--- src/hdl/bfr_pkg.sv ---
// Shared types and constants for the backlight fade ramp unit.
`timescale 1ns / 1ps
`default_nettype none

package bfr_pkg;

	// Table geometry and level scale.
	localparam int TABLE_DEPTH = 64;
	localparam int ADDR_W      = $clog2(TABLE_DEPTH);
	localparam int LEVEL_W     = 11;
	localparam int LEVEL_SHIFT = 10;
	localparam int RAW_W       = 16;
	localparam int COUNT_W     = 7;
	localparam int FRAC_W      = LEVEL_SHIFT;
	localparam int PROD_W      = LEVEL_W + ADDR_W;
	localparam int IDX_W       = PROD_W - LEVEL_SHIFT;
	localparam int IPROD_W     = RAW_W + FRAC_W;

	localparam logic [LEVEL_W-1:0] LEVEL_FULL = LEVEL_W'(1024);

	// Ramp stage spans and steps.
	localparam logic [LEVEL_W-1:0] SPAN_FINE = LEVEL_W'(16);
	localparam logic [LEVEL_W-1:0] SPAN_MID  = LEVEL_W'(64);
	localparam logic [1:0] STAGE_FINE   = 2'd0;
	localparam logic [1:0] STAGE_MID    = 2'd1;
	localparam logic [1:0] STAGE_COARSE = 2'd2;
	localparam logic [4:0] STEP_FINE    = 5'd1;
	localparam logic [4:0] STEP_MID     = 5'd4;
	localparam logic [4:0] STEP_COARSE  = 5'd16;

	// Action codes carried in the input tuser.
	localparam logic [1:0] ACT_WRITE  = 2'd0;
	localparam logic [1:0] ACT_TARGET = 2'd1;
	localparam logic [1:0] ACT_TICK   = 2'd2;

	// Configuration register indexes.
	localparam logic [1:0] CFG_LEVEL_COUNT = 2'd0;
	localparam logic [1:0] CFG_RAW_FLOOR   = 2'd1;
	localparam logic [1:0] CFG_RAW_CEILING = 2'd2;
	localparam logic [1:0] CFG_SMOOTH      = 2'd3;

	// Mapping settings handed to the interpolator.
	typedef struct packed {
		logic [COUNT_W-1:0] level_count;
		logic [RAW_W-1:0]   raw_floor;
		logic [RAW_W-1:0]   raw_ceiling;
	} map_cfg_t;

	typedef enum logic [1:0] {
		ST_IDLE,
		ST_MAP,
		ST_OUT
	} ctrl_state_t;

endpackage

`default_nettype wire

--- src/hdl/bfr_table_ram.sv ---
// Raw level table: one write port, two registered read ports.
`timescale 1ns / 1ps
`default_nettype none

module bfr_table_ram (
	input  wire logic                      clk,
	input  wire logic                      we,
	input  wire logic [bfr_pkg::ADDR_W-1:0] waddr,
	input  wire logic [bfr_pkg::RAW_W-1:0]  wdata,
	input  wire logic [bfr_pkg::ADDR_W-1:0] raddr_a,
	input  wire logic [bfr_pkg::ADDR_W-1:0] raddr_b,
	output logic      [bfr_pkg::RAW_W-1:0]  rdata_a,
	output logic      [bfr_pkg::RAW_W-1:0]  rdata_b
);
	import bfr_pkg::*;

	logic [RAW_W-1:0] mem [TABLE_DEPTH];

	// Write port.
	always_ff @(posedge clk) begin
		if (we) begin
			mem[waddr] <= wdata;
		end
	end

	// Two registered read ports.
	always_ff @(posedge clk) begin
		rdata_a <= mem[raddr_a];
		rdata_b <= mem[raddr_b];
	end

endmodule

`default_nettype wire

--- src/hdl/bfr_interp.sv ---
// Level to raw mapping: table lookup, linear interpolation and clamping.
`timescale 1ns / 1ps
`default_nettype none

module bfr_interp (
	input  wire logic                       clk,
	input  wire logic                       arst_n,
	input  wire logic                       start,
	input  wire logic [bfr_pkg::LEVEL_W-1:0] level,
	input  wire bfr_pkg::map_cfg_t          cfg,
	output logic      [bfr_pkg::ADDR_W-1:0]  raddr_a,
	output logic      [bfr_pkg::ADDR_W-1:0]  raddr_b,
	input  wire logic [bfr_pkg::RAW_W-1:0]   rdata_a,
	input  wire logic [bfr_pkg::RAW_W-1:0]   rdata_b,
	output logic                             done,
	output logic      [bfr_pkg::RAW_W-1:0]   raw
);
	import bfr_pkg::*;

	logic               v_s1, v_s2, v_s3, v_s4, v_s5;
	logic [COUNT_W-1:0] count_used;
	logic [ADDR_W-1:0]  last_idx;
	logic [PROD_W-1:0]  pos_prod;
	logic [IDX_W-1:0]   idx_full;
	logic [ADDR_W-1:0]  idx;

	logic [ADDR_W-1:0]  idx_s1;
	logic [FRAC_W-1:0]  rem_s1, rem_s2, rem_s3;
	logic               has_hi_s1, has_hi_s2;

	logic               down;
	logic [RAW_W-1:0]   diff;
	logic [RAW_W-1:0]   lo_s3, lo_s4;
	logic [RAW_W-1:0]   diff_s3;
	logic               down_s3, down_s4;
	logic [IPROD_W-1:0] prod_s4;

	logic [RAW_W-1:0]   delta;
	logic [RAW_W-1:0]   val;
	logic [RAW_W-1:0]   capped;
	logic [RAW_W-1:0]   floored;

	// Position of the level along the used part of the table.
	always_comb begin
		if (cfg.level_count < COUNT_W'(2)) begin
			count_used = COUNT_W'(2);
		end else if (cfg.level_count > COUNT_W'(TABLE_DEPTH)) begin
			count_used = COUNT_W'(TABLE_DEPTH);
		end else begin
			count_used = cfg.level_count;
		end
		last_idx = ADDR_W'(count_used - COUNT_W'(1));
		pos_prod = PROD_W'(level) * PROD_W'(last_idx);
		idx_full = pos_prod[PROD_W-1:LEVEL_SHIFT];
		if (idx_full > IDX_W'(last_idx)) begin
			idx = last_idx;
		end else begin
			idx = idx_full[ADDR_W-1:0];
		end
	end

	// Stage valid chain; one mapping is in flight at a time.
	always_ff @(posedge clk or negedge arst_n) begin
		if (!arst_n) begin
			v_s1 <= 1'b0;
			v_s2 <= 1'b0;
			v_s3 <= 1'b0;
			v_s4 <= 1'b0;
			v_s5 <= 1'b0;
		end else begin
			v_s1 <= start;
			v_s2 <= v_s1;
			v_s3 <= v_s2;
			v_s4 <= v_s3;
			v_s5 <= v_s4;
		end
	end

	// Stage 1: segment index and fraction.
	always_ff @(posedge clk) begin
		if (start) begin
			idx_s1    <= idx;
			rem_s1    <= pos_prod[FRAC_W-1:0];
			has_hi_s1 <= (idx < last_idx);
		end
	end

	// Both segment ends are read in the same cycle.
	assign raddr_a = idx_s1;
	assign raddr_b = idx_s1 + ADDR_W'(1);

	// Stage 2: table read in progress.
	always_ff @(posedge clk) begin
		rem_s2    <= rem_s1;
		has_hi_s2 <= has_hi_s1;
	end

	// Stage 3: span and direction of the segment.
	always_comb begin
		down = 1'b0;
		diff = '0;
		if (has_hi_s2) begin
			if (rdata_b >= rdata_a) begin
				diff = rdata_b - rdata_a;
			end else begin
				down = 1'b1;
				diff = rdata_a - rdata_b;
			end
		end
	end

	always_ff @(posedge clk) begin
		lo_s3   <= rdata_a;
		diff_s3 <= diff;
		down_s3 <= down;
		rem_s3  <= rem_s2;
	end

	// Stage 4: prorate the span by the fraction.
	always_ff @(posedge clk) begin
		prod_s4 <= IPROD_W'(diff_s3) * IPROD_W'(rem_s3);
		lo_s4   <= lo_s3;
		down_s4 <= down_s3;
	end

	// Stage 5: apply the offset, then ceiling, then floor for nonzero values.
	always_comb begin
		delta = prod_s4[IPROD_W-1:FRAC_W];
		val   = down_s4 ? (lo_s4 - delta) : (lo_s4 + delta);
		capped = (val > cfg.raw_ceiling) ? cfg.raw_ceiling : val;
		if (capped != '0 && capped < cfg.raw_floor) begin
			floored = cfg.raw_floor;
		end else begin
			floored = capped;
		end
	end

	always_ff @(posedge clk) begin
		if (v_s4) begin
			raw <= floored;
		end
	end

	assign done = v_s5;

endmodule

`default_nettype wire

--- src/hdl/backlight_fade_ramp_unit.sv ---
// Backlight fade ramp unit: ramp control, configuration and result register.
//
// The unit takes one beat at a time. A table write, or a command or tick that
// drives nothing, goes from acceptance straight to ST_OUT, where its result
// is loaded, and the next beat can be taken once that is done. A beat that
// applies a new level waits in ST_MAP for the mapping before ST_OUT. The raw
// table sits in a two-read-port memory with registered output, and the
// mapping runs through a five-stage interpolator (position multiply, table
// read, span, prorating multiply, clamp). The mapped value is held in a
// register before it reaches the result register. A result waiting in the
// output register does not hold off the next input beat; the loading of the
// following result waits for it to be taken, and no further beat is taken
// before that load. Table entries have no reset and must be written before a
// level that maps onto them is applied.
`timescale 1ns / 1ps
`default_nettype none

module backlight_fade_ramp_unit (
	input  wire logic        clk,
	input  wire logic        arst_n,
	// Input beats.
	input  wire logic        s_tvalid,
	output logic             s_tready,
	// entry_index[5:0], entry_value[21:6], level[32:22], zero fill
	input  wire logic [39:0] s_tdata,
	// action[1:0]
	input  wire logic [1:0]  s_tuser,
	// Result beats.
	output logic             m_tvalid,
	input  wire logic        m_tready,
	// raw_level[15:0], drove[16], current_level[27:17], target_level[38:28],
	// moving[39]
	output logic      [39:0] m_tdata,
	// Configuration writes.
	input  wire logic        cfg_we,
	input  wire logic [1:0]  cfg_index,
	input  wire logic [15:0] cfg_data
);
	import bfr_pkg::*;

	typedef struct packed {
		logic [LEVEL_W-1:0] level;
		logic [1:0]         stage;
	} ramp_t;

	// One ramp step from present toward goal, narrowing the stage first.
	function automatic ramp_t ramp_step(input logic [LEVEL_W-1:0] goal,
			input logic [LEVEL_W-1:0] present, input logic [1:0] stage);
		logic [LEVEL_W-1:0] d;
		logic [1:0]         st;
		logic [4:0]         s;
		ramp_t              r;
		d  = (goal > present) ? (goal - present) : (present - goal);
		st = (stage > STAGE_COARSE) ? STAGE_COARSE : stage;
		if (st == STAGE_COARSE && d <= SPAN_MID) begin
			st = STAGE_MID;
		end else if (st == STAGE_MID && d <= SPAN_FINE) begin
			st = STAGE_FINE;
		end
		case (st)
			STAGE_FINE: s = STEP_FINE;
			STAGE_MID:  s = STEP_MID;
			default:    s = STEP_COARSE;
		endcase
		if (d < LEVEL_W'(s)) begin
			r.level = goal;
		end else if (goal > present) begin
			r.level = present + LEVEL_W'(s);
		end else begin
			r.level = present - LEVEL_W'(s);
		end
		r.stage = st;
		return r;
	endfunction

	ctrl_state_t        state_q, state_d;
	logic [COUNT_W-1:0] level_count_q;
	logic [RAW_W-1:0]   raw_floor_q;
	logic [RAW_W-1:0]   raw_ceiling_q;
	logic               smooth_q;
	logic [LEVEL_W-1:0] present_q, present_d;
	logic [LEVEL_W-1:0] goal_q, goal_d;
	logic [1:0]         stage_q, stage_d;
	logic               drove_q, drove_d;
	logic [RAW_W-1:0]   last_raw_q;
	logic               m_tvalid_q;
	logic [39:0]        m_tdata_q;
	logic               out_load;
	logic               map_start;
	logic               map_start_q;

	logic [1:0]         action;
	logic [ADDR_W-1:0]  entry_index;
	logic [RAW_W-1:0]   entry_value;
	logic [LEVEL_W-1:0] level_in;
	logic [LEVEL_W-1:0] level_sat;
	logic [LEVEL_W-1:0] cmd_dist;
	logic [1:0]         cmd_stage;
	ramp_t              step_cmd;
	ramp_t              step_run;
	logic               ram_we;

	map_cfg_t           map_cfg;
	logic [ADDR_W-1:0]  raddr_a, raddr_b;
	logic [RAW_W-1:0]   rdata_a, rdata_b;
	logic               map_done;
	logic [RAW_W-1:0]   map_raw;

	// Unpack the input beat.
	assign action      = s_tuser;
	assign entry_index = s_tdata[5:0];
	assign entry_value = s_tdata[21:6];
	assign level_in    = s_tdata[32:22];
	assign level_sat   = (level_in > LEVEL_FULL) ? LEVEL_FULL : level_in;

	// Stage picked by a new target, and the two candidate ramp steps.
	assign cmd_dist = (level_sat > present_q) ? (level_sat - present_q)
		: (present_q - level_sat);
	assign cmd_stage = (cmd_dist <= SPAN_FINE) ? STAGE_FINE
		: ((cmd_dist <= SPAN_MID) ? STAGE_MID : STAGE_COARSE);
	assign step_cmd = ramp_step(level_sat, present_q, cmd_stage);
	assign step_run = ramp_step(goal_q, present_q, stage_q);

	// Configuration registers.
	always_ff @(posedge clk or negedge arst_n) begin
		if (!arst_n) begin
			level_count_q <= COUNT_W'(2);
			raw_floor_q   <= '0;
			raw_ceiling_q <= '1;
			smooth_q      <= 1'b1;
		end else if (cfg_we) begin
			case (cfg_index)
				CFG_LEVEL_COUNT: level_count_q <= cfg_data[COUNT_W-1:0];
				CFG_RAW_FLOOR:   raw_floor_q   <= cfg_data;
				CFG_RAW_CEILING: raw_ceiling_q <= cfg_data;
				CFG_SMOOTH:      smooth_q      <= cfg_data[0];
				default:         ;
			endcase
		end
	end

	// Control state and ramp registers.
	always_ff @(posedge clk or negedge arst_n) begin
		if (!arst_n) begin
			state_q     <= ST_IDLE;
			present_q   <= '0;
			goal_q      <= '0;
			stage_q     <= STAGE_FINE;
			drove_q     <= 1'b0;
			last_raw_q  <= '0;
			map_start_q <= 1'b0;
		end else begin
			state_q     <= state_d;
			present_q   <= present_d;
			goal_q      <= goal_d;
			stage_q     <= stage_d;
			drove_q     <= drove_d;
			map_start_q <= map_start;
			if (map_done) begin
				last_raw_q <= map_raw;
			end
		end
	end

	// Next state, ramp update and handshake.
	always_comb begin
		state_d   = state_q;
		present_d = present_q;
		goal_d    = goal_q;
		stage_d   = stage_q;
		drove_d   = drove_q;
		s_tready  = (state_q == ST_IDLE);
		ram_we    = 1'b0;
		map_start = 1'b0;
		out_load  = 1'b0;
		case (state_q)
			ST_IDLE: begin
				if (s_tvalid) begin
					drove_d = 1'b0;
					case (action)
						ACT_WRITE: begin
							ram_we = 1'b1;
						end
						ACT_TARGET: begin
							if (!smooth_q) begin
								present_d = level_sat;
								goal_d    = level_sat;
								drove_d   = 1'b1;
							end else if (level_sat != goal_q) begin
								goal_d  = level_sat;
								stage_d = cmd_stage;
								if (present_q == goal_q) begin
									present_d = step_cmd.level;
									stage_d   = step_cmd.stage;
									drove_d   = 1'b1;
								end
							end else if (present_q == goal_q) begin
								drove_d = 1'b1;
							end
						end
						ACT_TICK: begin
							if (present_q != goal_q) begin
								present_d = step_run.level;
								stage_d   = step_run.stage;
								drove_d   = 1'b1;
							end
						end
						default: ;
					endcase
					map_start = drove_d;
					state_d   = drove_d ? ST_MAP : ST_OUT;
				end
			end
			ST_MAP: begin
				if (map_done) begin
					state_d = ST_OUT;
				end
			end
			ST_OUT: begin
				if (!m_tvalid_q || m_tready) begin
					out_load = 1'b1;
					state_d  = ST_IDLE;
				end
			end
			default: begin
				state_d = ST_IDLE;
			end
		endcase
	end

	// Result register.
	always_ff @(posedge clk or negedge arst_n) begin
		if (!arst_n) begin
			m_tvalid_q <= 1'b0;
		end else if (out_load) begin
			m_tvalid_q <= 1'b1;
		end else if (m_tready) begin
			m_tvalid_q <= 1'b0;
		end
	end

	always_ff @(posedge clk) begin
		if (out_load) begin
			m_tdata_q <= {(present_q != goal_q), goal_q, present_q, drove_q, last_raw_q};
		end
	end

	assign m_tvalid = m_tvalid_q;
	assign m_tdata  = m_tdata_q;

	assign map_cfg.level_count = level_count_q;
	assign map_cfg.raw_floor   = raw_floor_q;
	assign map_cfg.raw_ceiling = raw_ceiling_q;

	bfr_table_ram u_table (
		.clk     (clk),
		.we      (ram_we),
		.waddr   (entry_index),
		.wdata   (entry_value),
		.raddr_a (raddr_a),
		.raddr_b (raddr_b),
		.rdata_a (rdata_a),
		.rdata_b (rdata_b)
	);

	// The mapping starts in the cycle after acceptance, from the registered level.
	bfr_interp u_interp (
		.clk     (clk),
		.arst_n  (arst_n),
		.start   (map_start_q),
		.level   (present_q),
		.cfg     (map_cfg),
		.raddr_a (raddr_a),
		.raddr_b (raddr_b),
		.rdata_a (rdata_a),
		.rdata_b (rdata_b),
		.done    (map_done),
		.raw     (map_raw)
	);

endmodule

`default_nettype wire
--- config.mk ---
export PLATFORM = sky130hd
export DESIGN_NAME = backlight_fade_ramp_unit
export DESIGN_NICKNAME = d
export VERILOG_FILES = /design/src/hdl/bfr_pkg.sv /design/src/hdl/bfr_table_ram.sv /design/src/hdl/bfr_interp.sv /design/src/hdl/backlight_fade_ramp_unit.sv
export SDC_FILE = /design/constraint.sdc
export NUM_CORES = 2
export LEC_CHECK = 0
export ABC_CLOCK_PERIOD_IN_PS = 22900
export BUFFER_PORTS_ARGS = -buffer_cell sky130_fd_sc_hd__clkbuf_2
export CORE_MARGIN = 2
export CORE_UTILIZATION = 30
export CTS_BUF_LIST = sky130_fd_sc_hd__clkbuf_8
export DETAILED_ROUTE_END_ITERATION = 7
export HOLD_SLACK_MARGIN = 0.1
export PLACE_DENSITY_LB_ADDON = 0.2
export SLEW_MARGIN = 40
export SYNTH_ARGS = -nofsm -noshare
export SYNTH_HDL_FRONTEND = slang
export SYNTH_SLANG_ARGS = --single-unit
--- constraint.sdc ---
create_clock -name clk -period 22.9 [get_ports clk]
set_input_delay 0 -clock clk [delete_from_list [all_inputs] [get_ports clk]]
set_output_delay 0 -clock clk [all_outputs]
set_load 0.02 [all_outputs]
==> metrics <==
status=finished, final reports clean; Global Route Usage Sum=0.170; Nets=between 5000 and 6000; final antenna-violating net count=0; yosys warns=0; count of final max-slew check failures=0; Worst R2R Start=level_count_q[3]; Initial Util=0.302; WP data arrival=slightly below 10 ns; Vias/cell=5.18; CP peak stage delay=roughly 0.57 ns; Post-synth top cells=edfxtp_1 (1097), mux4_2 (672), inv_1 (294); core region area=between 200000 and 250000 sq um; clock root buffer master=clkbuf_8; Synth area leaders=edfxtp_1 (47%), mux4_2 (22%), fa_1 (4.5%); CP endpoint kind=register; Cells after Synth=4304; CTS resizes=0; drt first pass iters=5; endpoints failing setup=0; GP Congestion=0.810; fin crit share=0.387; setup TNS=0 ns; WL/cell=about 26 um; max frequency=between 100 and 150 MHz; largest net degree at the start of global routing=96; Clock Sinks=1306; H-tree depth=4; CTS tree=built; Synth Cell Area=69500 sq um; GRT Residual Overflow=0; CP Launch Point=level_count_q[3]; DRC=0; top-count cell post-synth=edfxtp_1; Main synth FF type=edfxtp_1; Clock Path Buffers=3; flops & latches, synth=around 1300; Hold Startpoint=s_tdata[28]; 1st-iter DRT viols=around 3200; Worst slew margin=0.410; Hold Buf Count CTS=96; FFs w/ async S/R, synth=0.0689; non-filler cells in the finished layout=~7800; clock transition at the registers of the reported paths=~0.06 ns; Setup crit start kind=register; dpl hpwl=133000 um; die width=a little under 500 um; Reg area=between 30000 and 40000 sq um; Yosys top cell by area=edfxtp_1; total vias in the final route=40700; HP Class=in -> reg; IO Pins=~110; Syn-to-layout area delta=15.7%; setup slack after layout=about 14 ns; Synth Net Count=about 4800; fin crit period=just under 9 ns; first-pass GRT wire length=around 290000 um; Clock Skews=~0.11 ns; Multi-input gate area=30400 sq um; CTS Buf Count=~230; Req. time, crit path=roughly 24 ns; port buffer count=between 90 and 100; antenna violations before repair=17; post-synth cell types=90; Hold Fails Final Rpt=0; Critical Path Fanout Max=13; FP Rows=176; Post-synth EDFFs=around 1100; die height=around 490 um; dpl ws=14.10 ns; Die ar.=between 200000 and 250000 sq um; vias in the first global route=about 42000; DRT Wirelength=between 200000 and 250000 um; critical path class=reg -> reg; slowest library cell on the worst path=xnor2_1; Post-CTS Repair Setup Buffers=0; later-pin clock latency in the skew report=between 0.9 and 1 ns; dpl cells=7316; sequential area share after synthesis=0.541; cell repeated most along the worst path=o21ai_0; Yosys top cell area share=0.474; Max-Cap Viols=0; layout cell share with drive strength beyond 1=0.286; Mean Syn Cell Area=between 15 and 20 sq um; filler instances=roughly 22000; Min Hold Slack=0.193 ns; Slew @ Worst Pin=roughly 0.9 ns; unrepaired setup endpoints after global routing=no
==> final timing paths <==
path	to	cells after the start	slack, ns
min	goal_q[6]	6	0.19
max reg2reg	u_interp.has_hi_s1	35	14.03
min reg2reg	u_interp.lo_s4[0]	0	0.32
max	u_interp.has_hi_s1	35	14.03
max in group asynchronous	goal_q[5]	5	21.67
min in group asynchronous	last_raw_q[9]	5	0.67
==> area by class of cell <==
cell class / count / area share
multi-input combinational: 2473 / 0.378
sequential: 1306 / 0.467
antenna: 8 / 0.000249
clock buffer: 229 / 0.0392
tap: 3026 / 0.0471
clock inverter: 195 / 0.0162
timing repair buffer: 313 / 0.0377
inverter: 299 / 0.0140
==> cells by family after synthesis <==
kind of cell / after synthesis / synth area share
flip-flops: 1306 / 0.541
multiplexers: 802 / 0.238
AND/OR/NAND/NOR: 755 / 0.0519
buffers and inverters: 525 / 0.0288
AO/OA/AOI/OAI: 413 / 0.0387
adder cells (fa/ha/maj): 400 / 0.0887
XOR/XNOR: 103 / 0.0130
==> critical path: cells and delay by family (launching register included) <==
family / cells / cell delay (ns)
xor gates and xnor gates: 2 / 0.77
AOI/OAI and AO/OA: 16 / 2.83
DFF: 1 / 0.42
buffers and inverters: 3 / 0.52
adders and majority gates: 7 / 2.55
and+or+nand+nor: 7 / 1.58
==> state kept, by name, indices dropped and copies added, names as in the netlist, 6 cells and up <==
signal            flops
u_interp.rem_s2      10
u_interp.raw         16
level_count_q         7
m_tdata              40
u_interp.raddr_a      6
raw_floor_q          16
u_interp.rem_s1      10
u_interp.lo_s4       16
raw_ceiling_q        16
last_raw_q           16
u_interp.lo_s3       16
u_interp.diff_s3     16
u_interp.prod_s4     16
u_table.rdata_b      16
u_interp.rem_s3      10
present_q            11
goal_q               11
u_table.rdata_a      16
u_table.mem        1024
==> routing by layer <==
metal,GRT usage,up-vias,share of wire,routed length [um]
met5,0,-,0.00028,56
met3,0.0323,302,0.058,11700
met1,0.222,21500,0.42,85300
met4,0.0499,10,0.028,5630
li1,-,17600,-,-
met2,0.288,1255,0.49,99500
==> stage by stage <==
| stage | cell area, sq um | utilization |
|---|---|---|
| final | 80500 | 0.349 |
| after global routing | 80400 | 0.349 |
| after CTS | 80300 | 0.349 |
| after detailed placement | 74900 | 0.325 |
| after global placement | 74100 | 0.322 |
| after floorplan | 69500 | - |
==> cell usage in the layout (no fill, tap or decap), drive strengths merged, types with 95 or more instances in the layout <==
cell,netlist,layout
fa,155,155
nor2,203,203
buf,66,120
clkinv,3,101
inv,296,377
a21oi,113,113
edfxtp,1097,1097
o21ai,97,97
ha,245,245
dfxtp,119,119
clkbuf,160,327
dlygate4sd3,0,95
nand2,247,247
mux4,672,672
Power is left out: the tool's default activity adds up to more than one toggle a clock period on the data nets, which glitch-free logic cannot reach.
